===== src/design/rxs_pkg.sv =====
package rxs_pkg;

  localparam int unsigned WordBytes = 4;
  localparam int unsigned WordW     = 32;
  localparam int unsigned CountW    = 3;
  localparam int unsigned KeyIdxW   = 2;
  localparam int unsigned CfgIdxW   = 2;

  localparam logic [CfgIdxW-1:0] CfgKeyWord = 2'd0;
  localparam logic [CfgIdxW-1:0] CfgPadMode = 2'd1;

  localparam logic [CountW-1:0] CountFull = 3'(WordBytes);

  typedef enum logic {
    OpEncrypt = 1'b0,
    OpDecrypt = 1'b1
  } opcode_e;

endpackage


===== src/design/rxs_datapath.sv =====
module rxs_datapath
  import rxs_pkg::*;
(
  input  logic                opcode_i,
  input  logic [WordW-1:0]    data_word_i,
  input  logic [CountW-1:0]   byte_count_i,
  input  logic [KeyIdxW-1:0]  key_idx_i,
  input  logic [WordW-1:0]    key_word_i,
  input  logic                pad_mode_i,
  output logic [WordW-1:0]    result_word_o,
  output logic [CountW-1:0]   result_bytes_o,
  output logic                error_flag_o
);

  function automatic logic [31:0] ror32(input logic [31:0] x, input logic [4:0] r);
    logic [63:0] d;
    d = {x, x} >> r;
    return d[31:0];
  endfunction

  function automatic logic [31:0] rol32(input logic [31:0] x, input logic [4:0] r);
    logic [4:0] nr;
    nr = 5'd0 - r;
    return ror32(x, nr);
  endfunction

  function automatic logic [7:0] ror8(input logic [7:0] x, input logic [2:0] r);
    logic [15:0] d;
    d = {x, x} >> r;
    return d[7:0];
  endfunction

  function automatic logic [7:0] rol8(input logic [7:0] x, input logic [2:0] r);
    logic [2:0] nr;
    nr = 3'd0 - r;
    return ror8(x, nr);
  endfunction

  logic              decrypt;
  logic [CountW-1:0] cnt;
  logic [4:0]        amt;
  logic [WordW-1:0]  masked;
  logic [WordW-1:0]  byte_res;
  logic [7:0]        kb;
  logic [7:0]        db;

  assign decrypt = (opcode_i == OpDecrypt);
  assign cnt     = (byte_count_i > CountFull) ? CountFull : byte_count_i;
  assign amt     = key_word_i[{key_idx_i, 3'b000} +: 5];

  always_comb begin
    masked   = '0;
    byte_res = '0;
    kb       = '0;
    db       = '0;
    for (int n = 0; n < WordBytes; n++) begin
      kb = key_word_i[8*n +: 8];
      db = data_word_i[8*n +: 8];
      if (CountW'(n) < cnt) begin
        masked[8*n +: 8] = db;
        if (decrypt) begin
          byte_res[8*n +: 8] = rol8(db ^ kb, kb[2:0]);
        end else begin
          byte_res[8*n +: 8] = ror8(db, kb[2:0]) ^ kb;
        end
      end
    end
  end

  always_comb begin
    result_word_o  = '0;
    result_bytes_o = '0;
    error_flag_o   = 1'b0;
    if (cnt == CountFull) begin
      result_bytes_o = CountFull;
      if (decrypt) begin
        result_word_o = rol32(data_word_i ^ key_word_i, amt);
      end else begin
        result_word_o = ror32(data_word_i, amt) ^ key_word_i;
      end
    end else if (cnt != '0) begin
      if (pad_mode_i) begin
        if (decrypt) begin
          error_flag_o = 1'b1;
        end else begin
          result_word_o  = ror32(masked, amt) ^ key_word_i;
          result_bytes_o = CountFull;
        end
      end else begin
        result_word_o  = byte_res;
        result_bytes_o = cnt;
      end
    end
  end

endmodule


===== src/design/rotate_xor_stream_scrambler.sv =====
// Rotate-XOR stream scrambler.
// Input channel (in_valid_i/in_ready_o) takes one message chunk per beat:
// opcode, up to four bytes, byte count and a first-chunk flag.
// Output channel (out_valid_o/out_ready_i) returns one result beat per
// input beat, in order.
// Configuration channel (cfg_valid_i/cfg_ready_o) writes the key word
// (index 0) or pad mode (index 1); it is always ready. Write it only
// while no beats are in flight.
// A beat enters the input register when accepted and moves on to the
// result register, which drives out_valid_o. The block takes one beat
// per cycle while the receiver is ready; the combinational rotate and
// XOR sit between the two registers.
// The key byte index is updated at input accept (restarted on a first
// chunk, advanced past a full word), so back-to-back beats see the right key byte.
// Reset clears the key word, pad mode, key index and both valid flags.
// When the receiver stalls, the result register holds, the input
// register holds behind it, and in_ready_o drops once both are full.
module rotate_xor_stream_scrambler
  import rxs_pkg::*;
(
  input  logic               clk_i,
  input  logic               rst_ni,
  input  logic               cfg_valid_i,
  output logic               cfg_ready_o,
  input  logic [CfgIdxW-1:0] cfg_index_i,
  input  logic [WordW-1:0]   cfg_data_i,
  input  logic               in_valid_i,
  output logic               in_ready_o,
  input  logic               opcode_i,
  input  logic [WordW-1:0]   data_word_i,
  input  logic [CountW-1:0]  byte_count_i,
  input  logic               first_chunk_i,
  output logic               out_valid_o,
  input  logic               out_ready_i,
  output logic [WordW-1:0]   result_word_o,
  output logic [CountW-1:0]  result_bytes_o,
  output logic               error_flag_o
);

  logic [WordW-1:0]   key_word_q;
  logic               pad_mode_q;
  logic [KeyIdxW-1:0] key_idx_q, key_idx_d, idx_base;

  logic               s1_valid_q;
  logic               s1_opcode_q;
  logic [WordW-1:0]   s1_data_q;
  logic [CountW-1:0]  s1_count_q;
  logic [KeyIdxW-1:0] s1_idx_q;

  logic               out_valid_q;
  logic [WordW-1:0]   out_word_q;
  logic [CountW-1:0]  out_bytes_q;
  logic               out_err_q;

  logic [WordW-1:0]   calc_word;
  logic [CountW-1:0]  calc_bytes;
  logic               calc_err;

  logic out_free, s1_move, in_fire;

  assign cfg_ready_o = 1'b1;

  always_ff @(posedge clk_i or negedge rst_ni) begin
    if (!rst_ni) begin
      key_word_q <= '0;
      pad_mode_q <= 1'b0;
    end else if (cfg_valid_i) begin
      unique case (cfg_index_i)
        CfgKeyWord: key_word_q <= cfg_data_i;
        CfgPadMode: pad_mode_q <= cfg_data_i[0];
        default: ;
      endcase
    end
  end

  assign out_free   = !out_valid_q || out_ready_i;
  assign s1_move    = s1_valid_q && out_free;
  assign in_ready_o = !s1_valid_q || out_free;
  assign in_fire    = in_valid_i && in_ready_o;

  // restart on first chunk; advance only on full words
  assign idx_base  = first_chunk_i ? '0 : key_idx_q;
  assign key_idx_d = (byte_count_i >= CountFull) ? idx_base + KeyIdxW'(1) : idx_base;

  always_ff @(posedge clk_i or negedge rst_ni) begin
    if (!rst_ni) begin
      key_idx_q  <= '0;
      s1_valid_q <= 1'b0;
    end else begin
      if (in_fire) begin
        key_idx_q <= key_idx_d;
      end
      if (in_ready_o) begin
        s1_valid_q <= in_valid_i;
      end
    end
  end

  always_ff @(posedge clk_i) begin
    if (in_fire) begin
      s1_opcode_q <= opcode_i;
      s1_data_q   <= data_word_i;
      s1_count_q  <= byte_count_i;
      s1_idx_q    <= idx_base;
    end
  end

  rxs_datapath u_datapath (
    .opcode_i       (s1_opcode_q),
    .data_word_i    (s1_data_q),
    .byte_count_i   (s1_count_q),
    .key_idx_i      (s1_idx_q),
    .key_word_i     (key_word_q),
    .pad_mode_i     (pad_mode_q),
    .result_word_o  (calc_word),
    .result_bytes_o (calc_bytes),
    .error_flag_o   (calc_err)
  );

  always_ff @(posedge clk_i or negedge rst_ni) begin
    if (!rst_ni) begin
      out_valid_q <= 1'b0;
    end else if (out_free) begin
      out_valid_q <= s1_valid_q;
    end
  end

  always_ff @(posedge clk_i) begin
    if (s1_move) begin
      out_word_q  <= calc_word;
      out_bytes_q <= calc_bytes;
      out_err_q   <= calc_err;
    end
  end

  assign out_valid_o    = out_valid_q;
  assign result_word_o  = out_word_q;
  assign result_bytes_o = out_bytes_q;
  assign error_flag_o   = out_err_q;

endmodule


===== config.mk =====
export PLATFORM = sky130hd
export DESIGN_NAME = rotate_xor_stream_scrambler
export DESIGN_NICKNAME = d
export VERILOG_FILES = /design/src/design/rxs_pkg.sv /design/src/design/rxs_datapath.sv /design/src/design/rotate_xor_stream_scrambler.sv
export SDC_FILE = /design/constraint.sdc
export NUM_CORES = 1
export LEC_CHECK = 0
export BUFFER_PORTS_ARGS = -buffer_cell sky130_fd_sc_hd__buf_2
export CELL_PAD_IN_SITES_DETAIL_PLACEMENT = 1
export CELL_PAD_IN_SITES_GLOBAL_PLACEMENT = 1
export CORE_MARGIN = 4
export CORE_UTILIZATION = 49
export CTS_BUF_LIST = sky130_fd_sc_hd__clkbuf_4
export DETAILED_ROUTE_END_ITERATION = 8
export PLACE_DENSITY_LB_ADDON = 0.1
export SLEW_MARGIN = 20
export SYNTH_ARGS = -nofsm -noshare
export SYNTH_HDL_FRONTEND = slang
export SYNTH_SLANG_ARGS = --single-unit

===== constraint.sdc =====
create_clock -name clk_i -period 4.6 [get_ports clk_i]
set_input_delay 0.69 -clock clk_i [delete_from_list [all_inputs] [get_ports clk_i]]
set_output_delay 0.69 -clock clk_i [all_outputs]
set_load 0.01 [all_outputs]

* Word-level counts from Yosys, hierarchy flattened
Index checks and enable logic that the tools add are counted.
** Storage, ports and cells
- Register bits after elaboration :: 111
- Output and inout port bits :: 39
- Logic and storage cells :: 88
** Operators by class
- $add $sub $neg :: 6
- $lt $le $gt $ge :: 6
- Eq/ne operators :: 2
- Shifts and indexed selects :: 12
- Multiplexer cells :: 24
- Bitwise operators :: 13
- Reduce and logical (&&, ||, !) cells :: 12
** Operators with widths (count)
- right shift 64 x 5 -> 32 bit :: 3
- two-way mux 32 bit :: 5
- right shift 16 x 3 -> 8 bit :: 8
- two-way mux 8 bit :: 12
- bitwise XOR 32 bit :: 3
- bitwise XOR 8 bit :: 8
- variable part select 32 x 6 -> 5 bit :: 1
- two-way mux 3 bit :: 4
- subtractor 1 x 3 -> 3 bit, first input constant :: 4
- < comparator 1 x 3 -> 1 bit, first input constant :: 2
- < comparator 2 x 3 -> 1 bit, first input constant :: 2
- subtractor 1 x 5 -> 5 bit, first input constant :: 1
- two-way mux 2 bit :: 2
- AND reduction 2 bit :: 2
- == test 3 bit, second input constant :: 1
- >= comparator 3 bit, second input constant :: 1
- greater-than comparator 3 bit, second input constant :: 1
- nonzero test 3 bit :: 1
- OR reduction 3 bit :: 1
- adder 2 x 1 -> 2 bit, second input constant :: 1
- == test 2 x 1 -> 1 bit, second input constant :: 1
- logical AND 1 bit :: 2
- zero test 1 bit :: 2
- zero test 2 bit :: 1
- 4 further kinds :: 6

* Logic depth before layout (Yosys ltp)
Gate-level depths: netlist of the first run.
- Word-level depth :: 10
- Depth in mapped cells :: 16

* Cells and area by module
A second synthesis of the first run with hierarchy kept.
** Unflattened totals
- Cell total of the unflattened synthesis :: 1461
- Area, all modules :: 13753.2 um^2
** Modules (own cells, without submodules)
- rxs_datapath :: times used 1, cells an instance 1294, area an instance 10060.9 um^2, seq. area each 0.0 um^2
- rotate_xor_stream_scrambler :: times used 1, cells an instance 167, area an instance 3692.3 um^2, seq. area each 3148.0 um^2

* Least setup slack after synthesis of the first run
Ideal clock, no wire load.
- Path type :: register to register
- From :: reg s1_idx_q[0]
- To :: reg out_word_q[10], in the netlist result_word_o[10] (data pin)
- Setup time :: 0.275 ns
- Arrival :: 3.538 ns
- Data required time :: 4.325 ns
- Path slack :: 0.786 ns
- Stages on the path, launching flop included :: 17
- Buffers on the path :: 6
- Period minus slack after synthesis :: 3.814 ns
- Cell sequence :: edfxtp_1 buf_6 mux4_2 buf_6 buf_4 buf_4 inv_1 ha_1 buf_1 clkbuf_1 mux4_2 nor2_1 a21oi_1 a21o_1 mux2_2 a22oi_1 o221ai_1
** Between the ends
- Word-level cells in the longest chain between the ends :: 7
- Elaborated cells on any way between the ends :: 12
- Those cells by class :: 1 x add/sub; 4 x shift; 5 x mux; 2 x bitwise
** Ends and longest elaborated chain
- start: declaration :: RTL line rotate_xor_stream_scrambler.sv:48 : logic [KeyIdxW-1:0] s1_idx_q;
- start signal: assignment :: RTL line rotate_xor_stream_scrambler.sv:104 : s1_idx_q <= idx_base;
- variable part select 32 x 6 -> 5 bit (*) :: RTL line rxs_datapath.sv:49 : assign amt = key_word_i[{key_idx_i, 3'b000} +: 5];
- branches (longest 5 deep; another with subtractor 1 x 5 -> 5 bit)
- two-way mux 32 bit (*) :: RTL line rxs_datapath.sv:74 : if (cnt == CountFull) begin
- via calc_word[10] :: RTL line rotate_xor_stream_scrambler.sv:55 : logic [WordW-1:0] calc_word;
- end signal: assignment :: RTL line rotate_xor_stream_scrambler.sv:130 : out_word_q <= calc_word;
- end: declaration :: RTL line rotate_xor_stream_scrambler.sv:51 : logic [WordW-1:0] out_word_q;
Mark *: on every way through the listed nets, which the timed path passes.
A chain may end at the register's enable or synchronous reset.

* Final worst setup path of the first run
- From :: reg key_word_q[24]
- To :: reg out_word_q[28], in the netlist result_word_o[28] (data pin)
** Between the ends
- Word-level cells in the longest chain between the ends :: 7
- Elaborated cells on any way between the ends :: 20
- Those cells by class :: 2 x add/sub; 6 x shift; 7 x mux; 5 x bitwise
** Ends and longest elaborated chain
- start: declaration :: RTL line rotate_xor_stream_scrambler.sv:40 : logic [WordW-1:0] key_word_q;
- start signal: assignment :: RTL line rotate_xor_stream_scrambler.sv:69 : CfgKeyWord: key_word_q <= cfg_data_i;
- branches (longest 6 deep; another with subtractor 1 x 5 -> 5 bit)
- two-way mux 32 bit (*) :: RTL line rxs_datapath.sv:74
- via calc_word[28] :: RTL line rotate_xor_stream_scrambler.sv:55
Marked as above.

==> run summary, run 1 <==
Worst setup path
* number of buffer and inverter instances along the worst setup path: 1
* Max stage delay on crit path: 0.86 ns
* type of the worst setup path: reg -> reg
* critical path required time: 4.85 ns
* Slowest-stage cell, CP: sky130_fd_sc_hd__a221oi_1
* Critical Path Fanout Max: 14
* kind of cell adding the most delay to the critical path: compound AO/OA/AOI/OAI gates
* Cell Chain, Critical Path: mux4_4 -> buf_4 -> mux2i_1 -> o22ai_1 -> a22o_1 -> a221oi_1 -> a222oi_1 -> a221oi_1 -> o22ai_1
* Worst Setup Start Kind: flip-flop
* CP endpoint kind: flip-flop
* arrival time of data at the critical path endpoint: 4.66 ns

GRT
* first-pass GRT wire length: 91000 um
* vias in the first global route: 13500
* final global-route overflow total: 0
* maximum number of pins on one net before global-route repair: 42
* GRT Overall Usage: 39.9%
* initial antenna violation count: 2

STA
* sum of negative setup slack: 0 ns
* post-route setup slack: 0.186 ns
* max-slew violations: 0
* clock tree skew after final layout: 0.0412 ns
* count of final setup violators: 0
* final worst path period share: 95.9%
* maximum clock frequency: 227 MHz
* worst-case headroom to the max-slew limit: 23.6%
* hold violation count in the final report: 0
* setup repair after global routing missed its margin: false
* shortest clock period the worst path allows after layout: 4.41 ns
* Worst Max-Slew Pin Slew: 1.14 ns

Clock tree
* hold buffer count at CTS: 0
* worst-case clock buffer depth: 2
* cell chosen for the clock root: sky130_fd_sc_hd__clkbuf_4
* clock buffers created by TritonCTS: 9
* PostCTS Resize Cnt: 0
* insertion delay to the later sink of the worst-skew pair: 0.55 ns
* TritonCTS clock tree: built
* Post-CTS Setup Repair Bufs: 0
* clock sink count: 111
* CTS clock-pin slew for the worst setup and hold paths: 0.24 ns
* CTS H-tree lvls: 3

Power
* fraction of power consumed by sequential logic: 18.1%
* switching power share of the total: 54.6%
* Pwr per Cell Area: 580 nW/um2
* part of the power in the clock network: 6.4%
* switching pwr: 4680 uW
* part of the total power dissipated in combinational logic: 75.4%
* cell-internal power: 3890 uW
* worst IR drop on VDD: 229 uV
* Leak: 0.00577 uW

Drt
* DRT Pass-1 Iters: 8
* remaining design rule violation count: 0
* post-route antenna net violation count: 0
* Iter 0 DRT Violations: 2185
* Avg WL per Cell: 33.3 um
* Vias/cell: 7.35
* wire length reported by the detailed router: 62700 um
* vias after detailed routing: 13800

Synth
* portion of the post-synthesis area used by sequential elements: 23.0%
* net count after synthesis: 1552
* average size of a mapped cell: 9.31 um2
* Async S/R FF share, synth: 33.3%
* largest cells by area after synthesis: sky130_fd_sc_hd__edfxtp_1 16%, sky130_fd_sc_hd__mux2i_1 16%, sky130_fd_sc_hd__mux4_2 13%
* Synth top area share: 16.2%
* predominant post-synthesis flop cell: sky130_fd_sc_hd__edfxtp_1
* EDFF count, synth: 74
* most area-hungry cell type in the Yosys netlist: sky130_fd_sc_hd__edfxtp_1
* distinct cell type count after synthesis: 71
* cells after synthesis: 1472
* area of the mapped netlist: 13700 um2
* count of synthesis-stage warnings from yosys: 0
* count of state elements after synthesis: 111

Die
* die extent in y: 175 um
* die width: 175 um
* Starting Density: 50.3%
* Core Box Area: 27300 um2
* number of placement rows: 60
* area of the die: 30700 um2
* boundary pin count: 115

Layout
* commonest non-fill, non-tap cells in the layout: 212 x sky130_fd_sc_hd__mux2i_1, 113 x sky130_fd_sc_hd__buf_2, 109 x sky130_fd_sc_hd__nand2_1
* Seq. cell area: 3150 um2
* multi-input gate area in the final layout: 9830 um2
* ratio of cells with drive above 1 in the final layout: 24.4%
* Layout fillers: 3122
* most common cell after layout, fill and taps aside: sky130_fd_sc_hd__mux2i_1
* final layout net count: 1580
* area growth from synthesis to layout: 7.90%

Hold path
* worst hold-check path type: in -> async

Place
* dpl hpwl: 49400 um
* post-placement worst setup slack: 0.502 ns
* final weighted congestion in routability-driven placement: 1.02
* number of input and output port buffers inserted: 113

Run status
* run status: finished clean

Job
* max-cap violation count: 0

-- metal layers --
metal	routed length, um	GRT usage (%)	vias up
met5	0	0	-
met4	3350	18.2	0
met3	8360	11.9	159
met2	27000	59.3	1033
met1	23900	53.8	6890
li1	-	-	5737
-- area by class of cell --
class / count / share of cell area [%]
Multi-Input combinational cell: 1172 / 66.4
Sequential cell: 111 / 21.3
Timing Repair Buffer: 187 / 7.66
Tap cell: 372 / 3.15
Clock inverter: 7 / 0.499
Inverter: 19 / 0.482
Clock buffer: 9 / 0.457
Antenna cell: 3 / 0.0507
-- flip-flops by register name, summed over array words and instances, names as in the netlist --
register        cells
s1_valid_q          1
key_word_q         32
result_bytes_o      3
s1_opcode_q         1
s1_idx_q            2
pad_mode_q          1
result_word_o      32
s1_data_q          32
s1_count_q          3
out_valid_o         1
error_flag_o        1
key_idx_q           2
-- cell usage after synthesis (10+ instances only) --
cell type,instances
sky130_fd_sc_hd__a211oi_1,26
sky130_fd_sc_hd__a21oi_1,89
sky130_fd_sc_hd__a221oi_1,12
sky130_fd_sc_hd__a22oi_1,77
sky130_fd_sc_hd__buf_1,23
sky130_fd_sc_hd__buf_2,18
sky130_fd_sc_hd__clkbuf_1,116
sky130_fd_sc_hd__dfrtp_1,37
sky130_fd_sc_hd__edfxtp_1,74
sky130_fd_sc_hd__inv_1,14
sky130_fd_sc_hd__mux2_2,60
sky130_fd_sc_hd__mux2i_1,213
sky130_fd_sc_hd__mux4_2,79
sky130_fd_sc_hd__nand2_1,109
sky130_fd_sc_hd__nand2b_1,12
sky130_fd_sc_hd__nand3_1,29
sky130_fd_sc_hd__nor2_1,75
sky130_fd_sc_hd__nor2b_1,10
sky130_fd_sc_hd__nor3_1,21
sky130_fd_sc_hd__o211ai_1,15
sky130_fd_sc_hd__o21ai_0,56
sky130_fd_sc_hd__o221ai_1,11
sky130_fd_sc_hd__o22ai_1,33
sky130_fd_sc_hd__o32ai_1,12
sky130_fd_sc_hd__xnor2_1,58
sky130_fd_sc_hd__xor2_1,41
-- worst reg2reg max path, delay by kind of cell, from the launching register on --
kind / cells / cell delay [ns]
muxes: 2 / 1.11
buffers and inverters: 1 / 0.28
DFF: 1 / 0.56
AOI/OAI and AO/OA: 6 / 2.17
-- final timing paths --
check / from / endpoint / slack (ns) / cells past startpoint
max reg2reg: key_word_q[24]$_DFFE_PN0P_ / result_word_o[28]$_DFFE_PP_ / 0.19 / 9
max in group asynchronous: rst_ni / key_word_q[27]$_DFFE_PN0P_ / 3.85 / 1
max: key_word_q[24]$_DFFE_PN0P_ / result_word_o[28]$_DFFE_PP_ / 0.19 / 9
min in group clk_i: data_word_i[25] / s1_data_q[25]$_DFFE_PP_ / 0.29 / 1
min reg2reg: s1_valid_q$_DFFE_PN0N_ / out_valid_o$_DFFE_PN0P_ / 0.52 / 1
min: rst_ni / key_word_q[8]$_DFFE_PN0P_ / 0.21 / 1
-- power groups by stage --
| stage | Combinational [uW] | Sequential (uW) | Clock [uW] |
|---|---|---|---|
| CTS | 6260 | 1540 | 560 |
| global route | 6790 | 1560 | 597 |
| detailed placement | 6230 | 1560 | 0 |
| finish | 6470 | 1560 | 552 |
| floorplan | 4380 | 1410 | 0 |
| global placement | 6100 | 1550 | 0 |
-- kinds of logic after synthesis --
logic type / share of synthesized area, %
AOI/OAI and AO/OA: 20.4
muxes: 34.3
and+or+nand+nor: 9.83
buffers and inverters: 5.86
DFF: 23.0
xor gates and xnor gates: 6.32
adders and majority gates: 0.365
other: 0.0274
-- per-stage QoR --
stage                     power (uW)  instances  instance area [um2]  utilization (%)  hold slack [ns]
final                           8570       1880                14800             54.3            0.205
after detailed placement        7790       1861                14600             53.7            0.472
after floorplan                 5790       1472                13700                -            0.394
after global routing            8950       1878                14800             54.3            0.256
after CTS                       8350       1877                14800             54.3            0.226
after global placement          7650       1861                14600             53.7            0.467
Power figures use the tool's default switching activity.
==> run 2, diff against run 1 <==
--- a/config.mk
+++ b/config.mk
@@ -7,11 +7,9 @@
 export LEC_CHECK = 0
 export BUFFER_PORTS_ARGS = -buffer_cell sky130_fd_sc_hd__buf_2
-export CELL_PAD_IN_SITES_DETAIL_PLACEMENT = 1
-export CELL_PAD_IN_SITES_GLOBAL_PLACEMENT = 1
 export CORE_MARGIN = 4
-export CORE_UTILIZATION = 49
+export CORE_UTILIZATION = 57
 export CTS_BUF_LIST = sky130_fd_sc_hd__clkbuf_4
 export DETAILED_ROUTE_END_ITERATION = 8
-export PLACE_DENSITY_LB_ADDON = 0.1
+export PLACE_DENSITY = 0.77
 export SLEW_MARGIN = 20
 export SYNTH_ARGS = -nofsm -noshare
==> constraint.sdc (replaced) <==
create_clock -name clk_i -period 4.6 [get_ports clk_i]
set_input_delay 0.69 -clock clk_i [delete_from_list [all_inputs] [get_ports clk_i]]
set_output_delay 0.69 -clock clk_i [all_outputs]
set_load 0.02 [all_outputs]
==> run 2 against run 1 <==
The run now ends with design-rule violations left; combinational power decreased by 2%; sequential cell count unchanged; worst hold slack got worse by 0.0021 ns; maximum frequency increased by 2.4%; clock skew increased by 0.0015 ns; critical path depth unchanged; cell count decreased by 3.6%; non-clock buffer count decreased by 15.
==> run summary, run 2 (synthesized netlist as in run 1, its figures left out) <==
Run status
* run status: finished, violations left
* violated checks: design-rule violations

Clock tree
* cell chosen for the clock root: sky130_fd_sc_hd__clkbuf_4
* clock sink count: 111, unchanged
* hold buffer count at CTS: 0, unchanged
* Post-CTS Setup Repair Bufs: 0, unchanged
* clock buffers created by TritonCTS: 9, unchanged
* PostCTS Resize Cnt: 0, unchanged
* insertion delay to the later sink of the worst-skew pair: 0.55 ns, about the same
* CTS H-tree lvls: 3, unchanged
* CTS clock-pin slew for the worst setup and hold paths: 0.24 ns, about the same
* worst-case clock buffer depth: 2, unchanged
* TritonCTS clock tree: built

Layout
* area growth from synthesis to layout: 7.01%
* Layout fillers: 2042, -35%
* ratio of cells with drive above 1 in the final layout: 23.6%, -0.83 points
* final layout net count: 1565, -0.95%
* non-filler cells in the finished layout: 1813, -3.6%
* commonest non-fill, non-tap cells in the layout: 212 x sky130_fd_sc_hd__mux2i_1, 113 x sky130_fd_sc_hd__buf_2, 109 x sky130_fd_sc_hd__nand2_1
* most common cell after layout, fill and taps aside: sky130_fd_sc_hd__mux2i_1

Die
* die extent in y: 163 um, -6.9%
* number of placement rows: 56, -6.7%
* Core Box Area: 23500 um2, -14%
* Starting Density: 58.2%, +7.9 points
* area of the die: 26600 um2, -13%
* boundary pin count: 115, unchanged
* die width: 163 um, -6.9%

STA
* final worst path period share: 93.7%, -2.3 points
* maximum clock frequency: 232 MHz, +2.4%
* setup repair after global routing missed its margin: false
* sum of negative setup slack: 0 ns, unchanged
* max-slew violations: 0, unchanged
* worst-case headroom to the max-slew limit: 31.6%, +8.0 points
* Worst Max-Slew Pin Slew: 1.03 ns, -0.112 ns
* count of final setup violators: 0, unchanged
* hold violation count in the final report: 0, unchanged
* shortest clock period the worst path allows after layout: 4.31 ns, -0.104 ns
* clock tree skew after final layout: 0.0427 ns, +0.00147 ns

Worst setup path
* Cell Chain, Critical Path: mux4_4 -> buf_12 -> mux2i_1 -> o22ai_1 -> a22o_1 -> a221oi_1 -> a222oi_1 -> a221oi_1 -> o22ai_1
* Critical Path Fanout Max: 43, +29
* capture point of the worst reg-to-reg path: result_word_o[28]$_DFFE_PP_
* Critical R2R Launch: s1_idx_q[1]$_DFFE_PP_
* type of the worst setup path: reg -> reg
* critical path required time: 4.89 ns, +0.04 ns
* CP endpoint kind: flip-flop
* Worst Setup Start Kind: flip-flop
* arrival time of data at the critical path endpoint: 4.60 ns, -0.06 ns
* capture point of the worst path: result_word_o[28]$_DFFE_PP_
* critical path launch point: s1_idx_q[1]$_DFFE_PP_
* Slowest-stage cell, CP: sky130_fd_sc_hd__a221oi_1
* FF-to-FF path depth: 9, unchanged
* Max stage delay on crit path: 0.80 ns, -0.06 ns
* setup slack, reg-to-reg: 0.29 ns, +0.10 ns

Power
* switching power share of the total: 54.2%, -0.40 points
* switching pwr: 4600 uW, -1.7%
* Pwr per Cell Area: 579 nW/um2, -0.14%
* fraction of power consumed by sequential logic: 18.6%, +0.5 points
* Leak: 0.00571 uW, -0.93%
* part of the power in the clock network: 6.9%, +0.5 points
* part of the total power dissipated in combinational logic: 74.6%, -0.8 points
* cell-internal power: 3890 uW, -0.10%
* worst IR drop on VDD: 281 uV, +23%

Place
* number of placed instances, taps included: 1793, -3.7%
* dpl hpwl: 42800 um, -13%
* final weighted congestion in routability-driven placement: 1.12, +9.8%
* number of input and output port buffers inserted: 113, unchanged

GRT
* vias in the first global route: 12500, -7.8%
* GRT Overall Usage: 41.7%, +1.8 points
* initial antenna violation count: 3, +1
* final global-route overflow total: 0, unchanged
* maximum number of pins on one net before global-route repair: 58, +38%
* first-pass GRT wire length: 82100 um, -9.8%

Hold path
* worst hold-check path type: in -> async

Drt
* Vias/cell: 7.59, +3.3%
* DRT Pass-1 Iters: 9, +1
* Avg WL per Cell: 31.1 um, -6.7%
* vias after detailed routing: 13800, -0.37%
* Iter 0 DRT Violations: 2131, -2.5%
* wire length reported by the detailed router: 56400 um, -10%
* remaining design rule violation count: 1, +1
* post-route antenna net violation count: 0, unchanged

Job
* max-cap violation count: 0, unchanged

-- run 2: cell count changes in the layout (fill, tap and decap cells not counted), moves of 2 or more --
cell,delta
sky130_fd_sc_hd__buf_12,+3
sky130_fd_sc_hd__inv_12,+2
sky130_fd_sc_hd__clkinv_4,-2
sky130_fd_sc_hd__buf_4,-18
-- run 2: per-layer routing --
| layer | wire length, um | global-route usage [%] | up-vias |
|---|---|---|---|
| met3 | 9240 | 16.2 | 256 |
| li1 | - | - | 5713 |
| met4 | 3510 | 17.9 | 2 |
| met1 | 20500 | 56.0 | 6504 |
| met2 | 23100 | 60.1 | 1293 |
| met5 | 11 | 0 | - |
-- run 2: power by group through the flow --
stage | registers [uW] | clock network [uW] | logic (uW)
after floorplan | 1470 | 0 | 4380
after global placement | 1560 | 0 | 6000
after detailed placement | 1570 | 0 | 6060
after CTS | 1540 | 588 | 6080
after global routing | 1570 | 633 | 6650
final | 1580 | 584 | 6330
-- run 2: worst min-delay path by stage --
stage	endpoint	slack, ns	depth (start not counted)
after floorplan	key_idx_q[0]$_DFFE_PN0P_	0.39	0
after global placement	out_valid_o$_DFFE_PN0P_	0.46	1
after detailed placement	out_valid_o$_DFFE_PN0P_	0.48	1
after CTS	key_word_q[18]$_DFFE_PN0P_	0.20	1
after global routing	key_idx_q[0]$_DFFE_PN0P_	0.21	1
final	key_word_q[21]$_DFFE_PN0P_	0.20	1
-- run 2: cell type report --
cell class                      instances  area, um2  area share, %
Clock buffer                            9       67.6          0.461
Sequential cell                       111       3150           21.5
Clock inverter                          7       96.3          0.657
Antenna cell                            4       10.0         0.0682
Inverter                               19       71.3          0.486
Timing Repair Buffer                  172       1060           7.22
Tap cell                              319        399           2.72
Multi-Input combinational cell       1172       9820           66.9
-- run 2: worst max-delay path: cells and delay by family (launching register included) --
kind / cells / cell delay (ns)
muxes: 2 / 0.98
buffers and inverters: 1 / 0.30
AOI/OAI and AO/OA: 6 / 2.09
DFF: 1 / 0.66
-- run 2: per-stage QoR --
step / setup WS, ns / area, um2 / hold WS, ns / utilization [%] / power [uW]
final: 0.290 / 14700 / 0.203 / 62.3 / 8490
after global routing: 0.185 / 14700 / 0.214 / 62.3 / 8860
after CTS: 0.464 / 14700 / 0.201 / 62.3 / 8210
after detailed placement: 0.523 / 14500 / 0.480 / 61.6 / 7630
after global placement: 0.531 / 14500 / 0.459 / 61.6 / 7560
after floorplan: 0.786 / 13700 / 0.394 / - / 5850
